**src/sv/pht_pkg.sv**
```systemverilog
// Shared types and constants for the PS/2 host byte transceiver.
`default_nettype none

package pht_pkg;

  localparam int unsigned WaitW = 16;
  localparam int unsigned ByteW = 8;
  localparam int unsigned BitIdxW = 4;

  // Reset values of the timing registers, and the fixed receive start delay.
  localparam logic [WaitW-1:0] ReleaseTicksRst = 16'd300;
  localparam logic [WaitW-1:0] InhibitTicksRst = 16'd300;
  localparam logic [WaitW-1:0] StartSetupTicksRst = 16'd10;
  localparam logic [WaitW-1:0] SettleTicksRst = 16'd50;
  localparam logic [WaitW-1:0] RxStartDelay = 16'd5;

  // Parity bit index (one past the last data bit) and the index after the stop bit.
  localparam logic [BitIdxW-1:0] LastDataBit = 4'd8;
  localparam logic [BitIdxW-1:0] RxFrameEnd = 4'd10;

  typedef enum logic [1:0] {
    MODE_TICK = 2'd0,
    MODE_SEND = 2'd1,
    MODE_RECV = 2'd2,
    MODE_NONE = 2'd3
  } pht_mode_t;

  typedef enum logic [1:0] {
    REG_RELEASE = 2'd0,
    REG_INHIBIT = 2'd1,
    REG_START_SETUP = 2'd2,
    REG_SETTLE = 2'd3
  } pht_reg_t;

  typedef enum logic [15:0] {
    PH_IDLE        = 16'h0001,
    PH_S_REL       = 16'h0002,
    PH_S_INH       = 16'h0004,
    PH_S_RTS       = 16'h0008,
    PH_S_DEVLOW    = 16'h0010,
    PH_S_BITHIGH   = 16'h0020,
    PH_S_BITLOW    = 16'h0040,
    PH_S_SETTLE    = 16'h0080,
    PH_S_ACKLOW    = 16'h0100,
    PH_S_ACKREL    = 16'h0200,
    PH_R_SETTLE    = 16'h0400,
    PH_R_STARTLOW  = 16'h0800,
    PH_R_DELAY     = 16'h1000,
    PH_R_STARTHIGH = 16'h2000,
    PH_R_BITLOW    = 16'h4000,
    PH_R_BITHIGH   = 16'h8000
  } pht_phase_t;

  // Declared from the top bit down so that the last field, clock_drive_low, lands in bit 0.
  typedef struct packed {
    logic             busy_res;
    logic             send_done;
    logic             receive_done;
    logic [ByteW-1:0] received_byte;
    logic             data_drive_low;
    logic             clock_drive_low;
  } pht_res_t;

  localparam int unsigned ResW = $bits(pht_res_t);

endpackage

`default_nettype wire

```
**src/sv/ps2_host_byte_transceiver_top.sv**
```systemverilog
// Top level of the PS/2 host byte transceiver with its output buffering.
//
//  channel  direction  contents
//  in_      slave      tuser: mode; tdata: send_byte, clock_line, data_line
//  out_     master     tdata: line drives, received byte, done flags, busy
//  cfg_     write      timing register index and 16-bit value
//
// One beat in gives one beat out. A beat is taken every cycle while in_tready
// is high, and its result is registered in the output buffer.
// The state update for a beat is combinational logic in the core.
// A two-entry output buffer lets input keep flowing while the output stalls
// and one entry is free; in_tready drops only while both entries hold results.
// Reset is synchronous and active low and returns the link to idle, released.
`default_nettype none

module ps2_host_byte_transceiver_top
  import pht_pkg::*;
(
  input  wire logic        clk,
  input  wire logic        rst_n,
  input  wire logic        in_tvalid,
  output logic             in_tready,
  input  wire logic [15:0] in_tdata,   // send_byte[7:0], clock_line[8], data_line[9]
  input  wire logic [1:0]  in_tuser,   // mode[1:0]
  output logic             out_tvalid,
  input  wire logic        out_tready,
  output logic [15:0]      out_tdata,  // clock_drive_low[0], data_drive_low[1],
                                       // received_byte[9:2], receive_done[10],
                                       // send_done[11], busy_res[12]
  input  wire logic        cfg_we,
  input  wire logic [1:0]  cfg_index,
  input  wire logic [15:0] cfg_wdata
);

  logic     in_fire;
  pht_res_t step_res;
  pht_res_t out_r, skid_r;
  logic     out_v_r, skid_v_r;
  logic     out_take;

  assign in_tready = ~skid_v_r;
  assign in_fire   = in_tvalid & in_tready;
  assign out_take  = out_v_r & out_tready;

  pht_core u_core (
    .clk        (clk),
    .rst_n      (rst_n),
    .cfg_we     (cfg_we),
    .cfg_index  (cfg_index),
    .cfg_wdata  (cfg_wdata),
    .step_en    (in_fire),
    .mode       (in_tuser),
    .send_byte  (in_tdata[7:0]),
    .clock_line (in_tdata[8]),
    .data_line  (in_tdata[9]),
    .res        (step_res)
  );

  always_ff @(posedge clk) begin
    if (!rst_n) begin
      out_v_r  <= 1'b0;
      skid_v_r <= 1'b0;
    end else begin
      if (skid_v_r) begin
        if (out_take) begin
          out_v_r  <= 1'b1;
          skid_v_r <= 1'b0;
        end
      end else if (in_fire) begin
        if (!out_v_r || out_take) begin
          out_v_r <= 1'b1;
        end else begin
          skid_v_r <= 1'b1;
        end
      end else if (out_take) begin
        out_v_r <= 1'b0;
      end
    end
  end

  always_ff @(posedge clk) begin
    if (skid_v_r) begin
      if (out_take) begin
        out_r <= skid_r;
      end
    end else if (in_fire) begin
      if (!out_v_r || out_take) begin
        out_r <= step_res;
      end else begin
        skid_r <= step_res;
      end
    end
  end

  assign out_tvalid = out_v_r;
  assign out_tdata  = {{(16 - ResW){1'b0}}, out_r};

endmodule

`default_nettype wire

```
**src/sv/pht_core.sv**
```systemverilog
// Protocol state machine and timing registers of the PS/2 host transceiver.
`default_nettype none

module pht_core
  import pht_pkg::*;
(
  input  wire logic             clk,
  input  wire logic             rst_n,
  input  wire logic             cfg_we,
  input  wire logic [1:0]       cfg_index,
  input  wire logic [WaitW-1:0] cfg_wdata,
  input  wire logic             step_en,
  input  wire logic [1:0]       mode,
  input  wire logic [ByteW-1:0] send_byte,
  input  wire logic             clock_line,
  input  wire logic             data_line,
  output pht_res_t              res
);

  logic [WaitW-1:0] release_ticks_r, inhibit_ticks_r, start_setup_ticks_r, settle_ticks_r;

  pht_phase_t         phase_r, phase_nxt;
  logic [WaitW-1:0]   wait_r, wait_nxt;
  logic [ByteW-1:0]   shift_r, shift_nxt;
  logic [BitIdxW-1:0] bit_idx_r, bit_idx_nxt;
  logic               parity_r, parity_nxt;
  logic               clk_hold_r, clk_hold_nxt;
  logic               dat_hold_r, dat_hold_nxt;
  logic [ByteW-1:0]   rx_byte_r, rx_byte_nxt;
  logic               rx_done, tx_done;
  logic               wait_done;
  logic [BitIdxW-1:0] bit_inc;

  always_ff @(posedge clk) begin
    if (!rst_n) begin
      release_ticks_r     <= ReleaseTicksRst;
      inhibit_ticks_r     <= InhibitTicksRst;
      start_setup_ticks_r <= StartSetupTicksRst;
      settle_ticks_r      <= SettleTicksRst;
    end else if (cfg_we) begin
      unique case (pht_reg_t'(cfg_index))
        REG_RELEASE:     release_ticks_r     <= cfg_wdata;
        REG_INHIBIT:     inhibit_ticks_r     <= cfg_wdata;
        REG_START_SETUP: start_setup_ticks_r <= cfg_wdata;
        REG_SETTLE:      settle_ticks_r      <= cfg_wdata;
        default: ;
      endcase
    end
  end

  assign wait_done = (wait_r == '0);
  assign bit_inc   = bit_idx_r + 1'b1;

  always_comb begin
    phase_nxt    = phase_r;
    wait_nxt     = wait_r;
    shift_nxt    = shift_r;
    bit_idx_nxt  = bit_idx_r;
    parity_nxt   = parity_r;
    clk_hold_nxt = clk_hold_r;
    dat_hold_nxt = dat_hold_r;
    rx_byte_nxt  = rx_byte_r;
    rx_done      = 1'b0;
    tx_done      = 1'b0;

    if (phase_r == PH_IDLE && pht_mode_t'(mode) == MODE_SEND) begin
      clk_hold_nxt = 1'b0;
      dat_hold_nxt = 1'b0;
      shift_nxt    = send_byte;
      bit_idx_nxt  = '0;
      parity_nxt   = 1'b1;
      wait_nxt     = release_ticks_r;
      phase_nxt    = PH_S_REL;
    end else if (phase_r == PH_IDLE && pht_mode_t'(mode) == MODE_RECV) begin
      clk_hold_nxt = 1'b0;
      dat_hold_nxt = 1'b0;
      shift_nxt    = '0;
      bit_idx_nxt  = '0;
      wait_nxt     = settle_ticks_r;
      phase_nxt    = PH_R_SETTLE;
    end else begin
      // Every counted wait decrements until zero, then acts on the next tick.
      if (!wait_done) begin
        wait_nxt = wait_r - 1'b1;
      end
      unique case (phase_r)
        PH_IDLE: ;
        PH_S_REL: begin
          if (wait_done) begin
            clk_hold_nxt = 1'b1;
            wait_nxt     = inhibit_ticks_r;
            phase_nxt    = PH_S_INH;
          end
        end
        PH_S_INH: begin
          if (wait_done) begin
            dat_hold_nxt = 1'b1;
            wait_nxt     = start_setup_ticks_r;
            phase_nxt    = PH_S_RTS;
          end
        end
        PH_S_RTS: begin
          if (wait_done) begin
            clk_hold_nxt = 1'b0;
            phase_nxt    = PH_S_DEVLOW;
          end
        end
        PH_S_DEVLOW: begin
          if (!clock_line) begin
            bit_idx_nxt  = '0;
            dat_hold_nxt = ~shift_r[0];
            parity_nxt   = parity_r ^ shift_r[0];
            shift_nxt    = shift_r >> 1;
            phase_nxt    = PH_S_BITHIGH;
          end
        end
        PH_S_BITHIGH: begin
          if (clock_line) begin
            phase_nxt = PH_S_BITLOW;
          end
        end
        PH_S_BITLOW: begin
          if (!clock_line) begin
            if (bit_idx_r >= LastDataBit) begin
              dat_hold_nxt = 1'b0;
              wait_nxt     = settle_ticks_r;
              phase_nxt    = PH_S_SETTLE;
            end else begin
              bit_idx_nxt = bit_inc;
              phase_nxt   = PH_S_BITHIGH;
              if (bit_inc < LastDataBit) begin
                dat_hold_nxt = ~shift_r[0];
                parity_nxt   = parity_r ^ shift_r[0];
                shift_nxt    = shift_r >> 1;
              end else begin
                // Parity bit after the eighth data bit.
                dat_hold_nxt = ~parity_r;
              end
            end
          end
        end
        PH_S_SETTLE: begin
          if (wait_done) begin
            phase_nxt = PH_S_ACKLOW;
          end
        end
        PH_S_ACKLOW: begin
          if (!clock_line) begin
            phase_nxt = PH_S_ACKREL;
          end
        end
        PH_S_ACKREL: begin
          if (clock_line && data_line) begin
            clk_hold_nxt = 1'b1;
            tx_done      = 1'b1;
            phase_nxt    = PH_IDLE;
          end
        end
        PH_R_SETTLE: begin
          if (wait_done) begin
            phase_nxt = PH_R_STARTLOW;
          end
        end
        PH_R_STARTLOW: begin
          if (!clock_line) begin
            wait_nxt  = RxStartDelay;
            phase_nxt = PH_R_DELAY;
          end
        end
        PH_R_DELAY: begin
          if (wait_done) begin
            phase_nxt = PH_R_STARTHIGH;
          end
        end
        PH_R_STARTHIGH: begin
          if (clock_line) begin
            bit_idx_nxt = '0;
            phase_nxt   = PH_R_BITLOW;
          end
        end
        PH_R_BITLOW: begin
          if (!clock_line) begin
            if (bit_idx_r < LastDataBit) begin
              shift_nxt[bit_idx_r[2:0]] = shift_r[bit_idx_r[2:0]] | data_line;
            end
            phase_nxt = PH_R_BITHIGH;
          end
        end
        PH_R_BITHIGH: begin
          if (clock_line) begin
            bit_idx_nxt = bit_inc;
            if (bit_inc >= RxFrameEnd) begin
              clk_hold_nxt = 1'b1;
              rx_byte_nxt  = shift_r;
              rx_done      = 1'b1;
              phase_nxt    = PH_IDLE;
            end else begin
              phase_nxt = PH_R_BITLOW;
            end
          end
        end
        default: phase_nxt = PH_IDLE;
      endcase
    end
  end

  always_ff @(posedge clk) begin
    if (!rst_n) begin
      phase_r    <= PH_IDLE;
      wait_r     <= '0;
      shift_r    <= '0;
      bit_idx_r  <= '0;
      parity_r   <= 1'b1;
      clk_hold_r <= 1'b0;
      dat_hold_r <= 1'b0;
      rx_byte_r  <= '0;
    end else if (step_en) begin
      phase_r    <= phase_nxt;
      wait_r     <= wait_nxt;
      shift_r    <= shift_nxt;
      bit_idx_r  <= bit_idx_nxt;
      parity_r   <= parity_nxt;
      clk_hold_r <= clk_hold_nxt;
      dat_hold_r <= dat_hold_nxt;
      rx_byte_r  <= rx_byte_nxt;
    end
  end

  always_comb begin
    res.clock_drive_low = clk_hold_nxt;
    res.data_drive_low  = dat_hold_nxt;
    res.received_byte   = rx_byte_nxt;
    res.receive_done    = rx_done;
    res.send_done       = tx_done;
    res.busy_res        = (phase_nxt != PH_IDLE);
  end

endmodule

`default_nettype wire

```
**config.mk**
```make
export PLATFORM = sky130hd
export DESIGN_NAME = ps2_host_byte_transceiver_top
export DESIGN_NICKNAME = d
export VERILOG_FILES = /design/src/sv/pht_pkg.sv /design/src/sv/ps2_host_byte_transceiver_top.sv /design/src/sv/pht_core.sv
export SDC_FILE = /design/constraint.sdc
export NUM_CORES = 1
export LEC_CHECK = 0
export ABC_AREA = 1
export BUFFER_PORTS_ARGS = -buffer_cell sky130_fd_sc_hd__buf_2
export CAP_MARGIN = 40
export CORE_ASPECT_RATIO = 0.75
export CORE_MARGIN = 4
export CORE_UTILIZATION = 55
export CTS_CLUSTER_DIAMETER = 50
export DETAILED_ROUTE_END_ITERATION = 8
export PLACE_DENSITY = 0.77
export SETUP_SLACK_MARGIN = 0.5
export SYNTH_ARGS = -nofsm -noshare
export SYNTH_HDL_FRONTEND = slang
export SYNTH_HIERARCHICAL = 1
export SYNTH_SLANG_ARGS = --single-unit
```
**constraint.sdc**
```tcl
create_clock -name clk -period 2 [get_ports clk]
set_input_delay 0.1 -clock clk [delete_from_list [all_inputs] [get_ports clk]]
set_output_delay 0.1 -clock clk [all_outputs]
set_load 0.02 [all_outputs]
```
Yosys cells after proc, flatten, opt, wreduce, memory -nomap -nowiden
Cells that the tools add are included.
- output and inout port bits: 18
- input bits: 41
- register bits: 147
- bitwise gates (word level): 8
- add/sub/neg operators: 2
- reductions and logical operators: 24
- order comparisons: 6
- mux-type cells: 101
- eq/ne operators: 37
- operator list (kind ; number):
    16-bit two-way mux ; 25
    16-bit case mux with 16 select lines ; 1
    8-bit two-way mux ; 14
    16-bit case mux with 4 select lines ; 1
    13-bit two-way mux ; 4
    1-bit two-way mux ; 40
    4-bit two-way mux ; 7
    4-bit by 2-bit != test with 1-bit output (second input constant) ; 6
    8-bit case mux with 3 select lines ; 1
    16-bit by 1-bit == test with 1-bit output (second input constant) ; 1
    16-bit by 10-bit == test with 1-bit output (second input constant) ; 1
    16-bit by 11-bit == test with 1-bit output (second input constant) ; 1
    16-bit by 12-bit == test with 1-bit output (second input constant) ; 1
    16-bit by 13-bit == test with 1-bit output (second input constant) ; 1
    16-bit by 14-bit == test with 1-bit output (second input constant) ; 1
    16-bit by 15-bit == test with 1-bit output (second input constant) ; 1
    16-bit == test (second input constant) ; 1
    16-bit by 2-bit == test with 1-bit output (second input constant) ; 1
    16-bit by 3-bit == test with 1-bit output (second input constant) ; 1
    16-bit by 4-bit == test with 1-bit output (second input constant) ; 1
    16-bit by 5-bit == test with 1-bit output (second input constant) ; 1
    16-bit by 6-bit == test with 1-bit output (second input constant) ; 1
    16-bit by 7-bit == test with 1-bit output (second input constant) ; 1
    16-bit by 8-bit == test with 1-bit output (second input constant) ; 1
    39 further kinds ; 64

Longest topological paths before layout
- depth in word-level cells: 11
- depth in mapped cells: 15

By module
Netlist, hierarchy kept.
- modules (own cells, without submodules) (module ; area each (µm²) ; cells each ; times used):
    pht_core ; 7382.1 ; 1185 ; 1
    ps2_host_byte_transceiver_top ; 1121.1 ; 93 ; 1

Worst setup path before layout
No wires, ideal clock.
- path kind: reg2reg
- start: register u_core.bit_idx_r[0]
- end: register out_r (netlist bit out_tdata[0]), data pin
- buffers on the path: 1
- setup slack: 0.075 ns
- cell stages (with the launch flop): 14
- data required time: 1.748 ns
- arrival: 1.673 ns
- cell sequence: dfxtp_1 -> inv_1 -> ha_1 -> o21ai_1 -> nor2_1 -> nand2_2 -> inv_1 -> nor2_1 -> nand2_1 -> nand3_1 -> inv_1 -> buf_4 -> nand2_1 -> nand2_1
- cells in the longest elaborated chain, start to end: 10
- ends and longest elaborated chain (what ; RTL line ; text):
    from (decl) ; pht_core.sv:25 ; logic [BitIdxW-1:0] bit_idx_r, bit_idx_nxt;
    from (signal assigned) ; pht_core.sv:221 ; bit_idx_r <= bit_idx_nxt;
    4-bit by 1-bit adder with 4-bit output ; pht_core.sv:52 ; assign bit_inc = bit_idx_r + 1'b1;
    4-bit >= comparator ; pht_core.sv:192 ; if (bit_inc >= RxFrameEnd) begin
    1-bit two-way mux ; pht_core.sv:192 ;
    1-bit two-way mux ; pht_core.sv:190 ; if (clock_line) begin
    1-bit case mux with 4 select lines ; pht_core.sv:86 ; unique case (phase_r)
    1-bit two-way mux ; pht_core.sv:74 ; end else if (phase_r == PH_IDLE && pht_mode_t'(mode) == MODE_RECV) begin
    1-bit two-way mux ; pht_core.sv:66 ; if (phase_r == PH_IDLE && pht_mode_t'(mode) == MODE_SEND) begin
    net u_core.clk_hold_nxt ; pht_core.sv:27 ; logic clk_hold_r, clk_hold_nxt;
    13-bit two-way mux ; ps2_host_byte_transceiver_top.sv:87 ; if (!out_v_r || out_take) begin
    13-bit two-way mux ; ps2_host_byte_transceiver_top.sv:86 ; end else if (in_fire) begin
    13-bit two-way mux ; ps2_host_byte_transceiver_top.sv:82 ; if (skid_v_r) begin
    to (signal assigned) ; ps2_host_byte_transceiver_top.sv:84 ; out_r <= skid_r;
    to (signal assigned) ; ps2_host_byte_transceiver_top.sv:88 ; out_r <= step_res;
    to (decl) ; ps2_host_byte_transceiver_top.sv:37 ; pht_res_t out_r, skid_r;
The timed path passes the listed nets, and every way through them passes these cells. The select of a mux whose other input is x is not followed.
A chain may end at the register's enable or synchronous reset.

Worst setup path in the final report
- start: register u_core.phase_r[0]
- end: register u_core.parity_r
- cells in the longest elaborated chain, start to end: 4
- elaborated cells on any way between the ends: 15
- ends and longest elaborated chain (what ; RTL line ; text):
    from (decl) ; pht_core.sv:22 ; pht_phase_t phase_r, phase_nxt;
    from (signal assigned) ; pht_core.sv:218 ; phase_r <= phase_nxt;
    16-bit by 1-bit == test with 1-bit output, or another cell as far along ; pht_core.sv:66, pht_core.sv:74 ;
    1-bit logical AND, or another cell as far along ; pht_core.sv:66 ;
    3-bit by 2-bit != test with 1-bit output (no line), or another cell as far along ; - ;
    7-bit AND reduction (no line) or 1-bit two-way mux (tied branches) ; - ;
    to (signal assigned) ; pht_core.sv:222 ; parity_r <= parity_nxt;
    to (decl) ; pht_core.sv:26 ; logic parity_r, parity_nxt;
Parallel ways exist; a longest one is shown, timed or not. The select of a mux whose other input is x is not followed.

==> impl_metrics.py <==
metrics = {
    "route": {
        "drt_wl_total_um": 28500,
        "drt-wirelength-per-cell_um": 17.4,
        "detailedRoute.firstIterationViolations": 1153,
        "ratio_of_routed_vias_to_standard_cells": 5.73,
        "drt_first_pass_iters": 6,
        "detail_route.drc_violations": 0,
        "residual_antenna_violating_net_count_after_detailed_routing": 0,
        "dr_total_vias": 9386,
    },
    "critical_path": {
        "highest_net_fanout_along_the_worst_path": 17,
        "cp_data_required_time_ns": 2.31,
        "path_common_cell": "nand3_1",
        "critical_path.slowest_cell": "dfxtp_1",
        "worst_setup_path_end_kind": "register",
        "worst_setup_path_start_kind": "register",
        "arrival_ns": 2.33,
        "criticalPathCategory": "register to register",
        "crit_path_cell_trace": "buf_4 -> inv_1 -> nor2_1 -> nand2_1 -> nor2_2 -> nand2_4 -> clkinv_4 -> nand2_2 -> inv_2 -> buf_12 -> a211oi_2 -> nand3_1 -> nand3_1",
        "crit_family": "simple AND/OR/NAND/NOR gates",
        "critical_path_buf_inv_count": 5,
        "worst_path_largest_cell_delay_ns": 0.39,
    },
    "sta": {
        "max_freq_mhz": 494,
        "slew_at_the_pin_with_the_worst_max_slew_slack_ns": 0.654,
        "maxSlewViolCount": 0,
        "rsz0062_at_grt": "true",
        "report.final.setup_viol": 4,
        "finalCriticalPeriod_ns": 2.02,
        "fin_ws_ns": -0.0236,
        "timing.max_slew.rel_slack": 0.564,
        "fin_worst_skew_ns": 0.0116,
        "timing.final.crit_share": 1.01,
        "timing_hold_violations_final": 0,
        "hold-worst-slack_ns": 0.0143,
    },
    "clock_network": {
        "cts.reportedPaths.clkPinSlew_ns": 0.06,
        "cts_buffers": 17,
        "ctsRootBufferMaster": "clkbuf_16",
        "clock-sinks": 147,
        "cts_tree": "yes",
        "insertion_delay_ns": 0.43,
        "max-clock-path-buffers": 2,
        "cts_max_level": 4,
    },
    "synthesis": {
        "synthDistinctLibCells": 51,
        "postSynth.topFlopCell": "dfxtp_1",
        "synthesis.area_um2": 8500,
        "postSynthAreaPerCell_um2": 6.65,
        "synth_warnings": 6,
        "ys_seq_elements": 147,
        "synth_top_area_share": 0.285,
        "synth.yosys.seq_area_share": 0.377,
        "synth_edf_count": 26,
        "synth_area_leaders": "dfxtp_1 (28%), nand2_1 (14%), edfxtp_1 (9.2%), nor2_1 (8.4%), o21ai_0 (6.4%)",
        "synth_cells": 1278,
        "asyncSetResetFlopFracSynth": 0,
        "yosysTopAreaCell": "dfxtp_1",
    },
    "place": {
        "dp_hpwl_um": 18000,
        "port-buffer-count": 49,
        "post-place-ws_ns": 0.0245,
        "gpl.final_weighted_congestion": 0.986,
    },
    "layout": {
        "most_frequent_cells_in_the_layout": "nand2_1 (297), nor2_1 (162), inv_1 (111)",
        "most_frequent_standard_cell_in_the_layout_excluding_fill_and_tap_cells": "nand2_1",
        "finish.net_count": 1465,
        "syn_to_final_growth_pct": 32.3,
        "inserted_diodes": 0,
        "final_layout_size_suffix_gt1_frac": 0.285,
    },
    "grt": {
        "grt_antenna_before_repair": 0,
        "maximum_number_of_pins_on_one_net_before_global_route_repair": 75,
        "track_usage": 0.315,
        "first_global_vias": 8328,
        "grt_pass1_wl_um": 43400,
        "grt_overflow": 0,
    },
    "min_path": {
        "holdCritPathClass": "primary input to register",
    },
    "die": {
        "dieHeight_um": 116,
        "placeableCoreArea_um2": 15200,
        "io_pins": 59,
        "starting_utilization_of_the_core_area": 0.560,
        "chipWidth_um": 152,
        "num_rows": 39,
        "dieArea_um2": 17500,
    },
    "status": {
        "failing_checks": "negative setup slack",
        "outcome": "finished with violations",
    },
    "pwr": {
        "peakVddDrop_uv": 562,
        "p_leak_nw": 5.08,
        "power.density_nw_per_um2": 734,
    },
    "run": {
        "timing.max_cap.violations": 0,
    },
}
[repair_timing]
action	in CTS	in global routing
resized for setup	64	75
endpoints found under the setup margin	78	79
hold buffers	20	0
pin swaps	27	32
gates cloned	1	0
hold endpoints to repair	54	0
setup buffers	25	19
[per-layer routing]
layer	global-route usage	up-vias	routed length (um)
li1	-	4437	-
met4	0.110	0	878
met3	0.0770	97	3140
met2	0.467	553	12500
met5	0	-	0
met1	0.449	4299	12100
[worst paths after layout]
check	start	end	slack, ns	cells after the start
max	u_core/phase_r[0]	u_core/parity_r	-0.02	13
min	in_tvalid	out_tvalid	0.01	5
max reg2reg	u_core/phase_r[0]	u_core/parity_r	-0.02	13
min reg2reg	u_core/inhibit_ticks_r[15]	u_core/inhibit_ticks_r[15]	0.47	2
[state kept, by name (all words and copies together) (netlist names)]
register,flops
u_core/bit_idx_r,4
u_core/release_ticks_r,16
u_core/settle_ticks_r,16
u_core/start_setup_ticks_r,16
u_core/rx_byte_r,8
u_core/parity_r,1
u_core/wait_r,16
skid_r,13
out_tvalid,1
u_core/phase_r,16
u_core/shift_r,8
out_tdata,13
skid_v_r,1
u_core/inhibit_ticks_r,16
u_core/clk_hold_r,1
u_core/dat_hold_r,1
[logic make-up (layout without fill, tap and decap cells)]
group / Yosys count / in the layout / share of synthesized area
xor gates and xnor gates: 5 / 5 / 0.00515
AOI/OAI and AO/OA: 250 / 250 / 0.164
and+or+nand+nor: 674 / 674 / 0.348
DFF: 147 / 147 / 0.377
buffers and inverters: 197 / 349 / 0.0999
adders and majority gates: 4 / 4 / 0.00589
other: 1 / 3 / 0.000441
[Yosys cell counts (3+ instances only)]
cell type,instances
clkinv_1,4
nand4_1,11
o311ai_0,3
o22ai_1,3
edfxtp_1,26
nand3_4,3
nor3_1,20
a21oi_1,78
o21bai_1,3
o21ai_1,21
nor2_2,12
buf_4,10
buf_2,6
nor2_1,191
o211ai_1,4
o21ai_2,3
inv_2,9
o31ai_1,3
xor2_1,3
ha_1,4
nor2_4,7
nand2_1,323
dfxtp_1,121
a221oi_1,16
buf_6,6
nand3_1,82
o21ai_0,108
inv_1,128
clkbuf_1,30
nand2_2,13
[per-stage QoR]
step | setup TNS (ns) | cell area (um^2) | std cells | power [mW] | utilization
after floorplan | 0 | 8980 | 1280 | 4.54 | -
after global placement | 0 | 9640 | 1541 | 4.95 | 0.635
after detailed placement | 0 | 9640 | 1541 | 4.99 | 0.635
after CTS | 0 | 10900 | 1618 | 8.04 | 0.717
after global routing | -0.309 | 11300 | 1637 | 8.60 | 0.741
final | -0.0661 | 11300 | 1637 | 8.26 | 0.741
[report_power, final]
group / leakage (nW) / switching (mW) / internal (mW)
Combinational: 3.56 / 1.25 / 0.750
Sequential: 1.26 / 0.136 / 3.20
Clock: 0.255 / 1.28 / 1.65
Total: 5.08 / 2.67 / 5.59
[cell type report]
type	count	area (um^2)
multi-input cells	936	5180
fillers	1115	3930
flip-flops and latches	147	3260
repair buffers	175	1460
inverters	143	576
clock buffers	22	465
well taps	205	256
clock inverters	9	61.3
[worst register-to-register path, delay by kind of cell (launching register included)]
kind | cells | cell delay (ns)
AND/OR/NAND/NOR | 7 | 0.87
flip-flops | 1 | 0.39
buffers and inverters | 5 | 0.57
AO/OA/AOI/OAI | 1 | 0.07
Note: power is estimated with default switching activity, not from simulation.
